## config.mk

```make
export PLATFORM = sky130hd
export DESIGN_NAME = ec_fan_speed_reader
export DESIGN_NICKNAME = d
export VERILOG_FILES = /design/src/hdl/ecfsr_pkg.sv /design/src/hdl/ecfsr_ctrl.sv /design/src/hdl/ecfsr_dp.sv /design/src/hdl/ec_fan_speed_reader.sv
export SDC_FILE = /design/constraint.sdc
export NUM_CORES = 1
export LEC_CHECK = 0
export BUFFER_PORTS_ARGS = -buffer_cell sky130_fd_sc_hd__buf_2
export CAP_MARGIN = 5
export CORE_MARGIN = 5
export CORE_UTILIZATION = 65
export CTS_BUF_LIST = sky130_fd_sc_hd__clkbuf_4 sky130_fd_sc_hd__clkbuf_8 sky130_fd_sc_hd__clkbuf_16
export DETAILED_ROUTE_END_ITERATION = 12
export PLACE_DENSITY = 0.82
export SKIP_LAST_GASP = 1
export SYNTH_ARGS = -nofsm -noshare
export SYNTH_HDL_FRONTEND = slang
export SYNTH_SLANG_ARGS = --single-unit
export TNS_END_PERCENT = 30
```

## constraint.sdc

```tcl
create_clock -name clk -period 10.8 [get_ports clk]
set_input_delay 1.62 -clock clk [delete_from_list [all_inputs] [get_ports clk]]
set_output_delay 1.62 -clock clk [all_outputs]
set_load 0.1 [all_outputs]
```

## src/hdl/ecfsr_pkg.sv

```systemverilog
`timescale 1ns / 1ps

package ecfsr_pkg;

    // configuration port
    localparam int CFG_IDX_W  = 3;
    localparam int CFG_DATA_W = 16;

    localparam logic [CFG_IDX_W-1:0] CFG_CPU_MAX    = 3'd0;
    localparam logic [CFG_IDX_W-1:0] CFG_GPU_MAX    = 3'd1;
    localparam logic [CFG_IDX_W-1:0] CFG_CPU_ADDR   = 3'd2;
    localparam logic [CFG_IDX_W-1:0] CFG_GPU_ADDR   = 3'd3;
    localparam logic [CFG_IDX_W-1:0] CFG_POLL_LIMIT = 3'd4;

    localparam logic [15:0] RST_CPU_MAX    = 16'd7055;
    localparam logic [15:0] RST_GPU_MAX    = 16'd7400;
    localparam logic [7:0]  RST_CPU_ADDR   = 8'h64;
    localparam logic [7:0]  RST_GPU_ADDR   = 8'h6C;
    localparam logic [15:0] RST_POLL_LIMIT = 16'd1000;

    // controller protocol
    localparam logic [7:0] EC_READ_CMD = 8'h80;
    localparam int         IBF_BIT     = 1;
    localparam int         OBF_BIT     = 0;
    localparam logic       PORT_DATA   = 1'b0;
    localparam logic       PORT_CMD    = 1'b1;

    localparam logic       OP_START    = 1'b0;
    localparam logic       OP_DATA     = 1'b1;

    localparam logic [1:0] ACC_READ    = 2'd0;
    localparam logic [1:0] ACC_WRITE   = 2'd1;
    localparam logic [1:0] ACC_DONE    = 2'd2;
    localparam logic [1:0] ACC_FAIL    = 2'd3;

    // percentage in tenths: (speed * 1000 + max / 2) / max
    localparam logic [9:0] PCT_SCALE = 10'd1000;
    localparam int         NUM_W     = 26;
    localparam int         DIV_CNT_W = $clog2(NUM_W + 1);

    typedef struct packed {
        logic       opcode;
        logic       fan_choice;
        logic [7:0] port_data;
    } in_item_t;

    typedef struct packed {
        logic [1:0]  access_kind;
        logic        port_select;
        logic [7:0]  write_value;
        logic        report_fan;
        logic [15:0] fan_speed;
        logic [15:0] percent_tenths;
        logic        last_of_run;
    } out_item_t;

    typedef enum logic [2:0] {
        EMIT_POLL,
        EMIT_WR_CMD,
        EMIT_WR_ADDR,
        EMIT_RD_DATA,
        EMIT_DONE,
        EMIT_FAIL
    } emit_t;

    typedef struct packed {
        logic  start;
        logic  poll_reset;
        logic  poll_inc;
        logic  capture_high;
        logic  capture_low;
        logic  div_init;
        logic  div_step;
        logic  load_out;
        emit_t emit;
        logic  last;
    } ctrl_cmd_t;

    typedef struct packed {
        logic opcode;
        logic ibf;
        logic obf;
        logic low_half;
        logic poll_done;
        logic div_done;
    } dp_status_t;

endpackage

```

## src/hdl/ecfsr_ctrl.sv

```systemverilog
`timescale 1ns / 1ps

module ecfsr_ctrl (
    input  logic                  clk,
    input  logic                  rst_n,
    input  logic                  in_valid,
    output logic                  in_stall,
    output logic                  out_valid,
    input  logic                  out_stall,
    input  ecfsr_pkg::dp_status_t status,
    output ecfsr_pkg::ctrl_cmd_t  cmd
);

    typedef enum logic [2:0] {
        PH_IDLE,
        PH_WAIT_CMD,
        PH_WAIT_ADDR,
        PH_WAIT_OBF,
        PH_WAIT_DATA
    } phase_t;

    typedef enum logic [2:0] {
        S_IN,
        S_OUT,
        S_OUT_PAIR,
        S_CALC,
        S_DIV
    } seq_t;

    phase_t phase_reg, phase_next;
    seq_t   seq_reg, seq_next;
    logic   do_retry;

    assign in_stall  = (seq_reg != S_IN);
    assign out_valid = (seq_reg == S_OUT) || (seq_reg == S_OUT_PAIR);

    always_comb
    begin
        cmd        = '0;
        cmd.emit   = ecfsr_pkg::EMIT_POLL;
        seq_next   = seq_reg;
        phase_next = phase_reg;
        do_retry   = 1'b0;

        case (seq_reg)
            S_IN:
            begin
                if (in_valid)
                begin
                    if (status.opcode == ecfsr_pkg::OP_START)
                    begin
                        cmd.start      = 1'b1;
                        cmd.poll_reset = 1'b1;
                        cmd.load_out   = 1'b1;
                        cmd.emit       = ecfsr_pkg::EMIT_POLL;
                        cmd.last       = 1'b1;
                        phase_next     = PH_WAIT_CMD;
                        seq_next       = S_OUT;
                    end
                    else
                    begin
                        case (phase_reg)
                            PH_IDLE:
                            begin
                            end
                            PH_WAIT_CMD:
                            begin
                                if (status.ibf)
                                    do_retry = 1'b1;
                                else
                                begin
                                    cmd.poll_reset = 1'b1;
                                    cmd.load_out   = 1'b1;
                                    cmd.emit       = ecfsr_pkg::EMIT_WR_CMD;
                                    phase_next     = PH_WAIT_ADDR;
                                    seq_next       = S_OUT_PAIR;
                                end
                            end
                            PH_WAIT_ADDR:
                            begin
                                if (status.ibf)
                                    do_retry = 1'b1;
                                else
                                begin
                                    cmd.poll_reset = 1'b1;
                                    cmd.load_out   = 1'b1;
                                    cmd.emit       = ecfsr_pkg::EMIT_WR_ADDR;
                                    phase_next     = PH_WAIT_OBF;
                                    seq_next       = S_OUT_PAIR;
                                end
                            end
                            PH_WAIT_OBF:
                            begin
                                if (!status.obf)
                                    do_retry = 1'b1;
                                else
                                begin
                                    cmd.load_out = 1'b1;
                                    cmd.emit     = ecfsr_pkg::EMIT_RD_DATA;
                                    cmd.last     = 1'b1;
                                    phase_next   = PH_WAIT_DATA;
                                    seq_next     = S_OUT;
                                end
                            end
                            PH_WAIT_DATA:
                            begin
                                if (!status.low_half)
                                begin
                                    cmd.capture_high = 1'b1;
                                    cmd.poll_reset   = 1'b1;
                                    cmd.load_out     = 1'b1;
                                    cmd.emit         = ecfsr_pkg::EMIT_POLL;
                                    cmd.last         = 1'b1;
                                    phase_next       = PH_WAIT_CMD;
                                    seq_next         = S_OUT;
                                end
                                else
                                begin
                                    cmd.capture_low = 1'b1;
                                    phase_next      = PH_IDLE;
                                    seq_next        = S_CALC;
                                end
                            end
                            default:
                                phase_next = PH_IDLE;
                        endcase
                    end
                end
            end
            S_OUT_PAIR:
            begin
                // first of two results taken, follow with a status poll
                if (!out_stall)
                begin
                    cmd.load_out = 1'b1;
                    cmd.emit     = ecfsr_pkg::EMIT_POLL;
                    cmd.last     = 1'b1;
                    seq_next     = S_OUT;
                end
            end
            S_OUT:
            begin
                if (!out_stall)
                    seq_next = S_IN;
            end
            S_CALC:
            begin
                cmd.div_init = 1'b1;
                seq_next     = S_DIV;
            end
            S_DIV:
            begin
                if (status.div_done)
                begin
                    cmd.load_out = 1'b1;
                    cmd.emit     = ecfsr_pkg::EMIT_DONE;
                    cmd.last     = 1'b1;
                    seq_next     = S_OUT;
                end
                else
                    cmd.div_step = 1'b1;
            end
            default:
                seq_next = S_IN;
        endcase

        if (do_retry)
        begin
            cmd.load_out = 1'b1;
            cmd.last     = 1'b1;
            seq_next     = S_OUT;
            if (status.poll_done)
            begin
                cmd.emit   = ecfsr_pkg::EMIT_FAIL;
                phase_next = PH_IDLE;
            end
            else
            begin
                cmd.emit     = ecfsr_pkg::EMIT_POLL;
                cmd.poll_inc = 1'b1;
            end
        end
    end

    always_ff @(posedge clk or negedge rst_n)
    begin
        if (!rst_n)
        begin
            phase_reg <= PH_IDLE;
            seq_reg   <= S_IN;
        end
        else
        begin
            phase_reg <= phase_next;
            seq_reg   <= seq_next;
        end
    end

endmodule

```

## src/hdl/ecfsr_dp.sv

```systemverilog
`timescale 1ns / 1ps

module ecfsr_dp (
    input  logic                                 clk,
    input  logic                                 rst_n,
    input  logic                                 cfg_write,
    input  logic [ecfsr_pkg::CFG_IDX_W-1:0]      cfg_index,
    input  logic [ecfsr_pkg::CFG_DATA_W-1:0]     cfg_data,
    input  ecfsr_pkg::in_item_t                  in_item,
    input  ecfsr_pkg::ctrl_cmd_t                 cmd,
    output ecfsr_pkg::dp_status_t                status,
    output ecfsr_pkg::out_item_t                 out_item
);

    localparam int NW = ecfsr_pkg::NUM_W;
    localparam int CW = ecfsr_pkg::DIV_CNT_W;

    logic [15:0] cpu_max_reg, gpu_max_reg, poll_limit_reg;
    logic [7:0]  cpu_addr_reg, gpu_addr_reg;

    logic        active_fan_reg, active_fan_next;
    logic        low_half_reg;
    logic [15:0] poll_count_reg;
    logic [7:0]  speed_high_reg;
    logic [15:0] speed_reg;

    logic [NW-1:0]                     num_reg;
    logic [15:0]                       rem_reg;
    logic [15:0]                       div_reg;
    logic [CW-1:0]                     cnt_reg;

    ecfsr_pkg::out_item_t out_reg, out_next;

    logic [15:0]   max_sel, max_eff, poll_lim;
    logic [7:0]    byte_addr;
    logic [NW-1:0] num_init;
    logic [16:0]   rem_shift;
    logic [15:0]   rem_diff;
    logic          q_bit;
    logic [15:0]   pct;

    always_comb
    begin
        max_sel = active_fan_reg ? gpu_max_reg : cpu_max_reg;
        if (max_sel == 16'd0)
            max_eff = active_fan_reg ? ecfsr_pkg::RST_GPU_MAX : ecfsr_pkg::RST_CPU_MAX;
        else
            max_eff = max_sel;
        poll_lim  = (poll_limit_reg == 16'd0) ? 16'd1 : poll_limit_reg;
        byte_addr = (active_fan_reg ? gpu_addr_reg : cpu_addr_reg) + {7'd0, low_half_reg};
        num_init  = NW'(speed_reg) * NW'(ecfsr_pkg::PCT_SCALE) + NW'(max_eff[15:1]);

        // one restoring step per cycle, quotient bits shift into num_reg
        rem_shift = {rem_reg, num_reg[NW-1]};
        // difference is below the divisor whenever it is used, so 16 bits hold it
        rem_diff  = rem_shift[15:0] - div_reg;
        q_bit     = (rem_shift >= {1'b0, div_reg});

        pct = (|num_reg[NW-1:16]) ? 16'hFFFF : num_reg[15:0];

        active_fan_next = cmd.start ? in_item.fan_choice : active_fan_reg;
    end

    always_comb
    begin
        status.opcode    = in_item.opcode;
        status.ibf       = in_item.port_data[ecfsr_pkg::IBF_BIT];
        status.obf       = in_item.port_data[ecfsr_pkg::OBF_BIT];
        status.low_half  = low_half_reg;
        status.poll_done = (poll_count_reg >= poll_lim);
        status.div_done  = (cnt_reg == '0);
    end

    always_comb
    begin
        out_next             = '0;
        out_next.report_fan  = active_fan_next;
        out_next.last_of_run = cmd.last;
        case (cmd.emit)
            ecfsr_pkg::EMIT_POLL:
            begin
                out_next.access_kind = ecfsr_pkg::ACC_READ;
                out_next.port_select = ecfsr_pkg::PORT_CMD;
            end
            ecfsr_pkg::EMIT_WR_CMD:
            begin
                out_next.access_kind = ecfsr_pkg::ACC_WRITE;
                out_next.port_select = ecfsr_pkg::PORT_CMD;
                out_next.write_value = ecfsr_pkg::EC_READ_CMD;
            end
            ecfsr_pkg::EMIT_WR_ADDR:
            begin
                out_next.access_kind = ecfsr_pkg::ACC_WRITE;
                out_next.port_select = ecfsr_pkg::PORT_DATA;
                out_next.write_value = byte_addr;
            end
            ecfsr_pkg::EMIT_RD_DATA:
            begin
                out_next.access_kind = ecfsr_pkg::ACC_READ;
                out_next.port_select = ecfsr_pkg::PORT_DATA;
            end
            ecfsr_pkg::EMIT_DONE:
            begin
                out_next.access_kind    = ecfsr_pkg::ACC_DONE;
                out_next.fan_speed      = speed_reg;
                out_next.percent_tenths = pct;
            end
            ecfsr_pkg::EMIT_FAIL:
                out_next.access_kind = ecfsr_pkg::ACC_FAIL;
            default:
                out_next.access_kind = ecfsr_pkg::ACC_FAIL;
        endcase
    end

    // control state and configuration
    always_ff @(posedge clk or negedge rst_n)
    begin
        if (!rst_n)
        begin
            cpu_max_reg    <= ecfsr_pkg::RST_CPU_MAX;
            gpu_max_reg    <= ecfsr_pkg::RST_GPU_MAX;
            cpu_addr_reg   <= ecfsr_pkg::RST_CPU_ADDR;
            gpu_addr_reg   <= ecfsr_pkg::RST_GPU_ADDR;
            poll_limit_reg <= ecfsr_pkg::RST_POLL_LIMIT;
            active_fan_reg <= 1'b0;
            low_half_reg   <= 1'b0;
            poll_count_reg <= 16'd0;
            cnt_reg        <= '0;
        end
        else
        begin
            if (cfg_write)
            begin
                case (cfg_index)
                    ecfsr_pkg::CFG_CPU_MAX:    cpu_max_reg    <= cfg_data;
                    ecfsr_pkg::CFG_GPU_MAX:    gpu_max_reg    <= cfg_data;
                    ecfsr_pkg::CFG_CPU_ADDR:   cpu_addr_reg   <= cfg_data[7:0];
                    ecfsr_pkg::CFG_GPU_ADDR:   gpu_addr_reg   <= cfg_data[7:0];
                    ecfsr_pkg::CFG_POLL_LIMIT: poll_limit_reg <= cfg_data;
                    default:
                    begin
                    end
                endcase
            end

            active_fan_reg <= active_fan_next;
            if (cmd.start)
                low_half_reg <= 1'b0;
            else if (cmd.capture_high)
                low_half_reg <= 1'b1;

            if (cmd.poll_reset)
                poll_count_reg <= 16'd1;
            else if (cmd.poll_inc)
                poll_count_reg <= poll_count_reg + 16'd1;

            if (cmd.div_init)
                cnt_reg <= CW'(NW);
            else if (cmd.div_step)
                cnt_reg <= cnt_reg - CW'(1);
        end
    end

    // payload
    always_ff @(posedge clk)
    begin
        if (cmd.capture_high)
            speed_high_reg <= in_item.port_data;
        if (cmd.capture_low)
            speed_reg <= {speed_high_reg, in_item.port_data};
        if (cmd.div_init)
        begin
            num_reg <= num_init;
            rem_reg <= 16'd0;
            div_reg <= max_eff;
        end
        else if (cmd.div_step)
        begin
            num_reg <= {num_reg[NW-2:0], q_bit};
            rem_reg <= q_bit ? rem_diff : rem_shift[15:0];
        end
        if (cmd.load_out)
            out_reg <= out_next;
    end

    assign out_item = out_reg;

endmodule

```

## src/hdl/ec_fan_speed_reader.sv

```systemverilog
`timescale 1ns / 1ps

// Host-side fan speed reader for an embedded controller. A start transaction names the fan;
// the block then issues status polls, the read command, the byte address and data reads as
// result transactions, and expects one input transaction back (the port byte) for each port
// read it requests. Two bytes are fetched, high byte first. The block takes one input at a
// time: an input yields either one result or a port write followed by a poll, and the next
// input waits until these results are taken. The final low-byte answer comes from the
// 26-step restoring divider that forms the rounded percentage in tenths (saturated at
// 65535). A wait that uses up poll_limit polls ends with a failure report.
module ec_fan_speed_reader (
    input  logic                              clk,
    input  logic                              rst_n,
    input  logic                              cfg_write,
    input  logic [ecfsr_pkg::CFG_IDX_W-1:0]   cfg_index,
    input  logic [ecfsr_pkg::CFG_DATA_W-1:0]  cfg_data,
    input  logic                              in_valid,
    output logic                              in_stall,
    input  ecfsr_pkg::in_item_t               in_item,
    output logic                              out_valid,
    input  logic                              out_stall,
    output ecfsr_pkg::out_item_t              out_item
);

    ecfsr_pkg::ctrl_cmd_t  cmd;
    ecfsr_pkg::dp_status_t status;

    ecfsr_ctrl u_ctrl (
        .clk       (clk),
        .rst_n     (rst_n),
        .in_valid  (in_valid),
        .in_stall  (in_stall),
        .out_valid (out_valid),
        .out_stall (out_stall),
        .status    (status),
        .cmd       (cmd)
    );

    ecfsr_dp u_dp (
        .clk       (clk),
        .rst_n     (rst_n),
        .cfg_write (cfg_write),
        .cfg_index (cfg_index),
        .cfg_data  (cfg_data),
        .in_item   (in_item),
        .cmd       (cmd),
        .status    (status),
        .out_item  (out_item)
    );

endmodule
```

Word-level counts from Yosys, hierarchy flattened
Index checks and enable logic that the tools add are counted.
{"block": "totals", "reg_bits": 220, "latch_bits": 0, "mem_bits_rw": 0, "romBits": 0, "mem_count": 0}
{"block": "classes", "addsub": 5, "mul": 1, "div_mod_pow": 0, "magnitude_cmp": 2, "eq_ne": 23, "shifts": 0, "muxes": 76, "n_bitwise": 0, "reduce_logical": 23}
{"operator": "$mux 16", "n": 7}
{"operator": "$mux 26", "n": 2}
{"operator": "$mux 3", "n": 17}
{"operator": "$mux 5", "n": 9}
{"operator": "$logic_not 16->1", "n": 2}
{"operator": "$pmux 3 s5", "n": 2}
{"operator": "$add 26x15->26", "n": 1}
{"operator": "$eq 3x2->1 const B", "n": 8}
{"operator": "$mul 16x7->23 const B", "n": 1}
{"operator": "$mux 1", "n": 20}
{"operator": "$ge 17x16->1", "n": 1}
{"operator": "$add 16x1->16 const B", "n": 1}
{"operator": "$ge 16x16->1", "n": 1}
{"operator": "$pmux 4 s4", "n": 1}
{"operator": "$pmux 8 s2", "n": 1}
{"operator": "$sub 16x16->16", "n": 1}
{"operator": "$pmux 5 s3", "n": 1}
{"operator": "$mux 2", "n": 7}
{"operator": "$eq 3x1->1 const B", "n": 4}
{"operator": "$eq 3x3->1 const B", "n": 4}
{"operator": "$logic_not 3->1", "n": 4}
{"operator": "$ne 3x2->1 const B", "n": 4}
{"operator": "$mux 11", "n": 1}
{"operator": "$ne 5x4->1 const B", "n": 2}
{"operator": "other kinds (16)", "n": 28}

Longest topological paths before layout
Gate-level depths: netlist (run 1).
{"block": "logic_depth", "depth_word": 10, "mapped_depth": 20}

Hierarchy
Synthesis (run 1) repeated with hierarchy kept, for this count alone.
{"block": "unflattened", "cells_unflattened": 1310, "hier_area_um2": 14231.1}
{"mod": "ecfsr_dp", "n_inst": 1, "cells_per_inst": 1217, "area_per_inst_um2": 13564.3, "seq_area_each_um2": 5866.9}
{"mod": "ecfsr_ctrl", "n_inst": 1, "cells_per_inst": 93, "area_per_inst_um2": 666.9, "seq_area_each_um2": 150.1}

Least setup slack after synthesis (run 1)
OpenSTA, ideal clock, no wires.
{"block": "synth_path", "kind": "in2reg", "startpoint": "input in_item[1] in the netlist's numbering", "endpoint": "register u_dp.out_reg (netlist bit u_dp.out_item[0]), enable pin", "setup_time_ns": 0.510, "arrival_time_ns": 5.306, "setup_slack_ns": 4.984, "path_stages": 4, "n_path_buf": 0, "cell_sequence": "or3_1 -> a21oi_1 -> nor2_1 -> o21ai_0"}
{"item": "start, declared", "line": "ec_fan_speed_reader.sv:19", "rtl": "input ecfsr_pkg::in_item_t in_item,"}
{"item": "end signal, assigned", "line": "ecfsr_dp.sv:183", "rtl": "out_reg <= out_next;"}
{"item": "end, declared", "line": "ecfsr_dp.sv:32", "rtl": "ecfsr_pkg::out_item_t out_reg, out_next;"}

Worst setup path in the final report (run 1)
{"block": "layout_path", "startpoint": "register u_dp.speed_reg[3]", "endpoint": "register u_dp.num_reg[20], data pin"}
{"block": "layout_between", "elab_chain_cells": 3}
{"item": "start, declared", "line": "ecfsr_dp.sv:25", "rtl": "logic [15:0] speed_reg;"}
{"item": "start signal, assigned", "line": "ecfsr_dp.sv:170", "rtl": "speed_reg <= {speed_high_reg, in_item.port_data};"}
{"item": "$mul 16x7->23", "line": "ecfsr_dp.sv:51", "rtl": "num_init = NW'(speed_reg) * NW'(ecfsr_pkg::PCT_SCALE) + NW'(max_eff[15:1]);"}
{"item": "$add 26x15->26", "line": "ecfsr_dp.sv:51"}
{"item": "$mux 26", "line": "ecfsr_dp.sv:171", "rtl": "if (cmd.div_init)"}
{"item": "end signal, assigned", "line": "ecfsr_dp.sv:173", "rtl": "num_reg <= num_init;"}
{"item": "end signal, assigned", "line": "ecfsr_dp.sv:179", "rtl": "num_reg <= {num_reg[NW-2:0], q_bit};"}
{"item": "end, declared", "line": "ecfsr_dp.sv:27", "rtl": "logic [NW-1:0] num_reg;"}
Every way passes these cells.
A chain may end at the register's enable or synchronous reset.

==> flow_summary.json, run 1 <==
{
  "status": "completed",
  "max_freq_mhz": 174,
  "holdPathStages": 0,
  "die_area_mm2": 0.0246,
  "htree_levels": 1,
  "tritoncts": "done",
  "design_area_mm2": 0.0155,
  "max_stage_delay_ns": 0.54,
  "wire_per_inst_um": 17.7,
  "fin_skew_ns": 0.0146,
  "pwr-share-clk_pct": 24.9,
  "yosys_warnings": 0,
  "critPathBufInv": 2,
  "tightest_slew_ns": 1.26,
  "drcViolationCount": 0,
  "synthDistinctLibCells": 78,
  "drive_gt1_share_pct": 17.1,
  "seq_power_share_pct": 37.2,
  "fin_tns_setup_ns": 0,
  "cts-root-buf": "clkbuf_16",
  "rr_startpoint": "u_dp.speed_reg[3]",
  "num_io_pins": 81,
  "crit_required_ns": 11.03,
  "cts_hold_buf": 0,
  "syn_area_per_cell_um2": 10.5,
  "min_period_ns": 5.75,
  "vias": 10000,
  "place_congestion": 0.913,
  "reg2regPathDepth": 19,
  "post_cts_buffers": 0,
  "drv_slew": 0,
  "cp-end-kind": "flip-flop",
  "hold_viol": 0,
  "die_y_um": 157,
  "drt_wl_total_mm": 30.0,
  "pwr-share-comb_pct": 37.9,
  "largest_register_ffs": 45,
  "ctsResizeCount": 0,
  "grt_start_max_net_pins": 52,
  "cap_viol_max_count": 0,
  "hpwl_mm": 22.4,
  "cp_slowest_cell": "fa_1",
  "clk_latency_ns": 0.52,
  "switching_share_pct": 41.5,
  "drtPass1Iterations": 5,
  "async_reset_ff_share_pct": 42.3,
  "drt_iter0_markers": 780,
  "vdd_drop_max_v": 0.000303,
  "portBuffers": 80,
  "coreArea_mm2": 0.0211,
  "antenna_found_initial": 0,
  "antenna_left": 0,
  "syn_to_final_growth_pct": 10.5,
  "vias_per_cell": 5.94,
  "p_sw_mw": 1.37,
  "clkSlewWorstSetupHoldPaths_ns": 0.06,
  "hp-start": "u_dp.speed_high_reg[5]",
  "numCtsBuffers": 24,
  "worstHoldPathType": "flip-flop to flip-flop",
  "grt.overflow.total": 0,
  "n_fill_cell": 1489,
  "min_period_over_period_pct": 53.2,
  "synth_flop_cell": "edfxtp_1",
  "cpMostUsedCell": "fa_1",
  "synthCells": 1329,
  "synth-seq-cells": 220,
  "startpoint_type": "flip-flop",
  "power.density_mw_per_mm2": 214,
  "maxSlewHeadroom_pct": 15.5,
  "crit_chain": "inv_1, fa_1, fa_1, fa_1, fa_1, inv_1, ha_1, a21oi_1, o21ai_0, xor2_1, ha_1, nor3_1, o21ai_0, a31o_2, a21o_1, a21oi_1, nor3_1, xor2_1, o21ai_0",
  "antennaDiodeCount": 0,
  "critPathTopFamily": "adder cells",
  "arrival_ns": 5.98,
  "synth.cell_area_mm2": 0.0140,
  "hold_path_end": "u_dp.speed_reg[13]",
  "grt_pass1_vias": 10000,
  "clockBufferDepth": 3,
  "fp-row-count": 53,
  "rsz0062_at_grt": "false",
  "reg2reg_slack_ns": 5.05,
  "setup_viol": 0,
  "path_max_fanout": 6,
  "intPower_mw": 1.93,
  "worstSetupPathType": "flip-flop to flip-flop",
  "ys_seq_area_share_pct": 43.0,
  "grt_pass1_wl_mm": 50.4,
  "fin_nets": 1587,
  "grtUsageTotal_pct": 25.1,
  "timing.rr.end": "u_dp.num_reg[20]",
  "start_util_pct": 66.4,
  "dpl_cell_area_mm2": 0.0147,
  "synth_edf_count": 111,
  "cts.sinks": 220,
  "syn-num-nets": 1519,
  "fp.dieW_um": 157,
  "power.leakage_nw": 6.76
}
-- Yosys cell counts (all sizes together) (17+ instances only) --
cell / count / area share (%)
dfrtp: 64 / 11
nand2: 111 / 3.0
edfxtp: 111 / 24
inv: 141 / 3.8
xor2: 30 / 1.9
fa: 56 / 8.0
nor2b: 17 / 0.76
nor3: 36 / 1.3
clkbuf: 41 / 1.1
nand3: 36 / 1.3
xnor2: 36 / 2.3
mux2: 55 / 4.4
a21oi: 51 / 1.9
nand4: 20 / 1.0
dfstp: 29 / 5.4
o21a: 26 / 1.4
o21ai: 71 / 2.5
ha: 100 / 8.9
nor2: 85 / 2.3
a21o: 18 / 0.97
-- layout make-up --
type / count / area, µm² / area share, %
well taps: 275 / 344 / 2.22
clock inverters: 12 / 101 / 0.655
inverters: 141 / 529 / 3.42
multi-input cells: 921 / 7300 / 47.2
flip-flops and latches: 220 / 6020 / 38.9
clock buffers: 32 / 703 / 4.55
repair buffers: 89 / 470 / 3.04
-- through the flow --
stage / power [mW] / hold slack (ns) / setup slack, ns / std cells / utilization [%]
floorplan: 2.22 / 0.400 / 4.98 / 1329 / -
global placement: 2.45 / 0.401 / 5.25 / 1646 / 69.5
detailed placement: 2.48 / 0.405 / 5.07 / 1646 / 69.5
CTS: 3.31 / 0.419 / 5.07 / 1690 / 73.4
global route: 3.46 / 0.424 / 4.71 / 1690 / 73.4
finish: 3.30 / 0.419 / 5.05 / 1690 / 73.4
-- logic make-up (layout without fill, tap and decap cells) --
group | count (synthesis) | after routing | share of synthesized area (%)
buffers and inverters | 188 | 274 | 5.05
DFF | 220 | 220 | 43.0
xor gates and xnor gates | 66 | 66 | 4.13
adders and majority gates | 156 | 156 | 16.9
muxes | 64 | 64 | 5.07
and+or+nand+nor | 388 | 388 | 13.9
AOI/OAI and AO/OA | 247 | 247 | 12.0
-- worst reg2reg max path, stage by stage, from the launching register on --
cell and delay [ns]:
edfxtp_1 0.47, inv_1 0.22, fa_1 0.47, fa_1 0.54, fa_1 0.44, fa_1 0.52, inv_1 0.05, ha_1 0.36
a21oi_1 0.25, o21ai_0 0.17, xor2_1 0.18, ha_1 0.24, nor3_1 0.17, o21ai_0 0.13, a31o_2 0.27, a21o_1 0.19
a21oi_1 0.41, nor3_1 0.14, xor2_1 0.15, o21ai_0 0.08
-- layer usage --
layer | GRT usage (%) | part of all wire, %
met1 | 36.5 | 46
met2 | 39.1 | 45
met3 | 5.09 | 7.0
met4 | 6.24 | 2.5
met5 | 0 | 0
-- cells in the final DEF (no fill, tap or decap), types with 25 or more instances in the layout --
cell type  synthesis  final
inv_1            140    140
nand2_1          111    111
edfxtp_1         111    111
ha_1             100    100
nor2_1            85     85
buf_2              1     79
o21ai_0           68     67
dfrtp_1           64     64
fa_1              56     56
mux2_2            55     55
a21oi_1           50     50
nand3_1           36     36
xnor2_1           36     36
nor3_1            36     35
xor2_1            30     30
dfstp_2           29     29
o21a_1            26     26
clkbuf_16          0     25
-- power groups by stage --
stage               registers [mW]  logic [mW]  clock network [mW]
floorplan                     1.57       0.652                   0
finish                        1.23        1.25               0.823
detailed placement            1.24        1.24                   0
CTS                           1.23        1.25               0.832
global route                  1.25        1.34               0.872
global placement              1.23        1.22                   0
-- worst max-delay path by stage --
stage               depth (start not counted)  slack, ns               from                to
finish                                     19       5.05  u_dp.speed_reg[3]  u_dp.num_reg[20]
global route                               19       4.71  u_dp.speed_reg[1]  u_dp.num_reg[20]
CTS                                        19       5.07  u_dp.speed_reg[1]  u_dp.num_reg[20]
detailed placement                         19       5.07  u_dp.speed_reg[1]  u_dp.num_reg[20]
global placement                           19       5.25  u_dp.speed_reg[1]  u_dp.num_reg[20]
floorplan                                   4       4.98         in_item[1]  u_dp.out_item[0]
Power figures use the tool's default switching activity.
==> inputs of run 2 (changes only) <==
CORE_UTILIZATION = 62   (was 65)
PLACE_DENSITY = 0.79   (was 0.82)
clock period = 5.3 ns   (was 10.8 ns; I/O delays follow)
==> run 2 against run 1 <==
The run now ends with setup timing left. Global-route usage fell by 0.93 points. Critical endpoint is now u_dp.num_reg[24]. Combinational power rose by 110%. Sequential share of layout area fell by 1.4 points. Core utilization fell by 1.8 points.
==> flow_summary.json, run 2 (synthesized netlist as in run 1, its figures left out) <==
{
  "status": "finished, violations left",
  "violations": "setup timing",
  "tightest_slew_ns": 1.22,
  "hpwl_mm": 22.8,
  "grt_start_max_net_pins": 78,
  "critPathBufInv": 3,
  "fin_nets": 1649,
  "fin_ws_ns": -0.0204,
  "path_max_fanout": 6,
  "vdd_drop_max_v": 0.000714,
  "tritoncts": "done",
  "design_area_mm2": 0.0161,
  "cp_slowest_cell": "fa_1",
  "cts.sinks": 220,
  "die_y_um": 160,
  "max_freq_mhz": 188,
  "dpl_worst_slack_ns": -0.305,
  "htree_levels": 1,
  "syn_to_final_growth_pct": 14.7,
  "cts_hold_buf": 0,
  "grt.overflow.total": 0,
  "min_period_ns": 5.32,
  "layout_common_cells": "129 x inv_1, 111 x nand2_1, 111 x edfxtp_1, 95 x ha_1, 83 x nor2_1",
  "min_period_over_period_pct": 100,
  "cpMostUsedCell": "fa_1",
  "numCtsBuffers": 23,
  "clkSlewWorstSetupHoldPaths_ns": 0.06,
  "antennaDiodeCount": 0,
  "drt_wl_total_mm": 31.1,
  "cp-end-kind": "flip-flop",
  "setup_viol": 1,
  "vias": 10400,
  "fin_skew_ns": 0.00962,
  "layout_commonest_cell": "inv_1",
  "pwr-share-comb_pct": 38.7,
  "portBuffers": 80,
  "drt_iter0_markers": 690,
  "max_stage_delay_ns": 0.54,
  "crit_chain": "inv_2, buf_6, fa_1, fa_1, fa_1, fa_1, inv_2, ha_4, o21a_1, o21ai_2, or4b_4, o2111ai_4, nand4_4, nor4b_4, nor4b_4, a21boi_1, o31a_1",
  "startpoint_type": "flip-flop",
  "grt_pass1_vias": 10300,
  "p_total_mw": 6.67,
  "worstSetupPathType": "flip-flop to flip-flop",
  "clockBufferDepth": 3,
  "start_util_pct": 62.4,
  "crit_required_ns": 5.57,
  "seq_power_share_pct": 37.7,
  "coreArea_mm2": 0.0224,
  "grtUsageTotal_pct": 24.2,
  "fin_tns_setup_ns": -0.0204,
  "fp.dieW_um": 160,
  "antenna_found_initial": 0,
  "p_sw_mw": 2.80,
  "rsz0062_at_grt": "true",
  "arrival_ns": 5.60,
  "drive_gt1_share_pct": 22.3,
  "critPathTopFamily": "adder cells",
  "dpl_cell_area_mm2": 0.0151,
  "power.density_mw_per_mm2": 415,
  "n_fill_cell": 1519,
  "antenna_left": 0,
  "num_io_pins": 81,
  "clk_latency_ns": 0.53,
  "cap_viol_max_count": 0,
  "place_congestion": 0.878,
  "power.leakage_nw": 7.04,
  "wire_per_inst_um": 17.6,
  "worstHoldPathType": "input port to asynchronous set/reset pin",
  "hold_viol": 0,
  "cts-root-buf": "clkbuf_16",
  "grt_pass1_wl_mm": 51.8,
  "drcViolationCount": 0,
  "intPower_mw": 3.87,
  "largest_register_ffs": 45,
  "vias_per_cell": 5.88,
  "pwr-share-clk_pct": 23.6,
  "maxSlewHeadroom_pct": 17.8,
  "drtPass1Iterations": 5,
  "switching_share_pct": 41.9,
  "drv_slew": 0,
  "die_area_mm2": 0.0257,
  "fp-row-count": 55
}
-- run 2: power by group through the flow --
stage                     clock [mW]  sequential [mW]  combinational (mW)
after floorplan                    0             3.20                1.33
after global placement             0             2.52                2.49
after detailed placement           0             2.53                2.54
after CTS                       1.60             2.51                2.56
after global routing            1.68             2.56                2.78
final                           1.57             2.52                2.58
-- run 2: layer usage --
layer | vias up | wire [µm] | GRT usage [%]
met5 | - | 0 | 0
met4 | 0 | 610 | 5.79
met3 | 61 | 1810 | 3.38
met2 | 319 | 14600 | 39.5
met1 | 5035 | 14000 | 34.6
li1 | 4941 | - | -
-- run 2: final cells by class --
cell class | count | area, µm² | area share [%]
clock inverter | 14 | 116 | 0.725
inverter | 141 | 529 | 3.30
clock buffer | 28 | 619 | 3.86
tap | 285 | 357 | 2.22
multi-input combinational | 921 | 7460 | 46.5
timing repair buffer | 152 | 958 | 5.97
sequential | 220 | 6020 | 37.5
-- run 2: stage by stage --
| step | utilization (%) | instances | hold slack [ns] |
|---|---|---|---|
| after global placement | 67.1 | 1706 | 0.404 |
| after global routing | 71.6 | 1761 | 0.126 |
| after floorplan | - | 1329 | 0.400 |
| final | 71.6 | 1761 | 0.125 |
| after detailed placement | 67.1 | 1706 | 0.405 |
| after CTS | 70.8 | 1754 | 0.118 |
-- run 2: final timing paths --
path                                   startpoint                      to  slack [ns]  cells after the start
setup / recovery                u_dp.speed_reg[3]        u_dp.num_reg[24]       -0.02                     17
min in group clk           u_dp.speed_high_reg[0]       u_dp.speed_reg[8]        0.42                      0
max in group asynchronous                   rst_n     u_dp.cpu_max_reg[6]        3.99                      2
setup reg to reg                u_dp.speed_reg[3]        u_dp.num_reg[24]       -0.02                     17
hold / removal                              rst_n  u_dp.poll_count_reg[3]        0.13                      1
hold reg to reg            u_dp.speed_high_reg[0]       u_dp.speed_reg[8]        0.42                      0
-- run 2: what timing repair did --
action	4_1_cts	5_1_grt
endpoints found under the setup margin	12	12
gates resized for setup	14	27
endpoints found under the hold margin	0	0
pin swaps	3	21
buffers inserted	6	7
==> inputs of run 3 (changes only) <==
CORE_UTILIZATION = 45   (was 62)
PLACE_DENSITY = 0.6   (was 0.79)
==> run 3 against run 2 <==
The flow now finishes without violations. Largest power group unchanged. Critical path type unchanged. First-iteration DRC count decreased by 32%. Register-to-register slack improved by 0.09 ns. Sequential power about the same.
==> flow_summary.json, run 3 (synthesized netlist as in run 1, its figures left out) <==
{
  "hold_viol": 0,
  "holdWs_ns": 0.0847,
  "drive_gt1_share_pct": 23.7,
  "grt_pass1_vias": 10000,
  "wire_per_inst_um": 16.8,
  "syn_to_final_growth_pct": 17.1,
  "cts_hold_buf": 0,
  "cts-root-buf": "clkbuf_16",
  "max_freq_mhz": 191,
  "startpoint_type": "flip-flop",
  "drcViolationCount": 0,
  "arrival_ns": 5.49,
  "min_period_ns": 5.23,
  "vias": 10000,
  "antenna_found_initial": 0,
  "seqCellArea_mm2": 0.00602,
  "layout_common_cells": "129 x inv_1, 111 x nand2_1, 111 x edfxtp_1, 92 x ha_1, 83 x buf_4",
  "cp-end-kind": "flip-flop",
  "cpMostUsedCell": "fa_1",
  "fp-row-count": 64,
  "dp.cells": 1830,
  "max_stage_delay_ns": 0.56,
  "clockBufferDepth": 3,
  "drv_slew": 0,
  "dpl_worst_slack_ns": -0.124,
  "clkSlewWorstSetupHoldPaths_ns": 0.06,
  "multi_input_area_mm2": 0.00752,
  "cp.depth": 19,
  "hpwl_mm": 23.8,
  "switching_share_pct": 41.3,
  "numCtsBuffers": 25,
  "num_io_pins": 81,
  "critPathTopFamily": "adder cells",
  "coreArea_mm2": 0.0307,
  "critPathBufInv": 2,
  "pwr-share-clk_pct": 25.0,
  "drtPass1Iterations": 5,
  "htree_levels": 1,
  "layout_commonest_cell": "inv_1",
  "vias_per_cell": 5.32,
  "drt_wl_total_mm": 31.8,
  "grt_start_max_net_pins": 82,
  "crit_chain": "fa_1, fa_1, inv_1, fa_1, fa_1, inv_2, ha_4, o211ai_1, a21o_1, nor2b_2, xnor2_2, ha_4, nand3_1, nand2_1, a41oi_1, a211o_1, nor4b_2, xor2_1, o21ai_1",
  "fin_skew_ns": 0.0173,
  "antenna_left": 0,
  "die_y_um": 186,
  "die_area_mm2": 0.0347,
  "dpl_cell_area_mm2": 0.0153,
  "cp_slowest_cell": "fa_1",
  "maxSlewHeadroom_pct": 26.5,
  "clk_latency_ns": 0.54,
  "crit_required_ns": 5.56,
  "pwr-share-comb_pct": 38.0,
  "intPower_mw": 4.01,
  "rsz0062_at_grt": "true",
  "tritoncts": "done",
  "fin_ws_ns": 0.0726,
  "worstHoldPathType": "input port to asynchronous set/reset pin",
  "grtUsageTotal_pct": 17.9,
  "status": "completed",
  "power.leakage_nw": 7.15,
  "cts.sinks": 220,
  "design_area_mm2": 0.0164,
  "power.density_mw_per_mm2": 416,
  "fp.dieW_um": 186,
  "tightest_slew_ns": 1.09,
  "cap_viol_max_count": 0,
  "reg2regPathDepth": 19,
  "worstSetupPathType": "flip-flop to flip-flop",
  "antennaDiodeCount": 0,
  "n_fill_cell": 2756,
  "fin_cells": 1885,
  "min_period_over_period_pct": 98.6,
  "grt.overflow.total": 0,
  "portBuffers": 80,
  "p_total_mw": 6.82,
  "setup_viol": 0,
  "start_util_pct": 45.6,
  "seq_power_share_pct": 37.0,
  "place_congestion": 0.832,
  "fin_nets": 1661,
  "p_sw_mw": 2.82,
  "largest_register_ffs": 45,
  "path_max_fanout": 5,
  "grt_pass1_wl_mm": 52.3,
  "drt_iter0_markers": 472,
  "fin_util_pct": 53.5,
  "vdd_drop_max_v": 0.000562,
  "fin_tns_setup_ns": 0
}
## run 3: changes by cell type in the layout (fill, tap and decap cells not counted), sizes merged
| cell | delta |
|---|---|
| buf | +10 |
| clkbuf | +7 |
| clkinv | -2 |
| clkinvlp | -1 |
| inv | -1 |
## run 3: power groups by stage
stage          Clock [mW]  Sequential [mW]  Combinational, mW
2_1_floorplan           0             3.20               1.33
3_3_place_gp            0             2.54               2.56
3_5_place_dp            0             2.55               2.58
4_1_cts              1.76             2.52               2.59
5_1_grt              1.84             2.57               2.81
6_report             1.71             2.52               2.59
## run 3: path summary, 6_finish.rpt
check / startpoint / endpoint / slack (ns)
hold reg to reg: u_dp.speed_high_reg[6] / u_dp.speed_reg[14] / 0.42
max in group asynchronous: rst_n / u_dp.cpu_max_reg[5] / 3.98
hold / removal: rst_n / u_dp.poll_count_reg[12] / 0.08
setup reg to reg: u_dp.speed_reg[1] / u_dp.num_reg[23] / 0.07
min in group clk: u_dp.speed_high_reg[6] / u_dp.speed_reg[14] / 0.42
setup / recovery: u_dp.speed_reg[1] / u_dp.num_reg[23] / 0.07
## run 3: final cells by class
class | instances | area share, %
clock inverters | 10 | 0.580
repair buffers | 162 | 6.21
flip-flops and latches | 220 | 36.7
clock buffers | 35 | 4.43
inverters | 141 | 3.23
multi-input cells | 921 | 45.8
well taps | 396 | 3.02
## run 3: timing repair
action	4_1_cts	5_1_grt
buffers inserted	3	7
resized for setup	11	34
pin swaps	8	27
setup endpoints to repair	9	12
hold endpoints to repair	0	0
## run 3: routing by layer
metal	share of wire [%]	up-vias	track usage, %
met2	43	204	27.2
met5	0	-	0
met4	2.8	0	4.77
li1	-	4968	-
met3	4.6	51	2.80
met1	49	4797	26.7
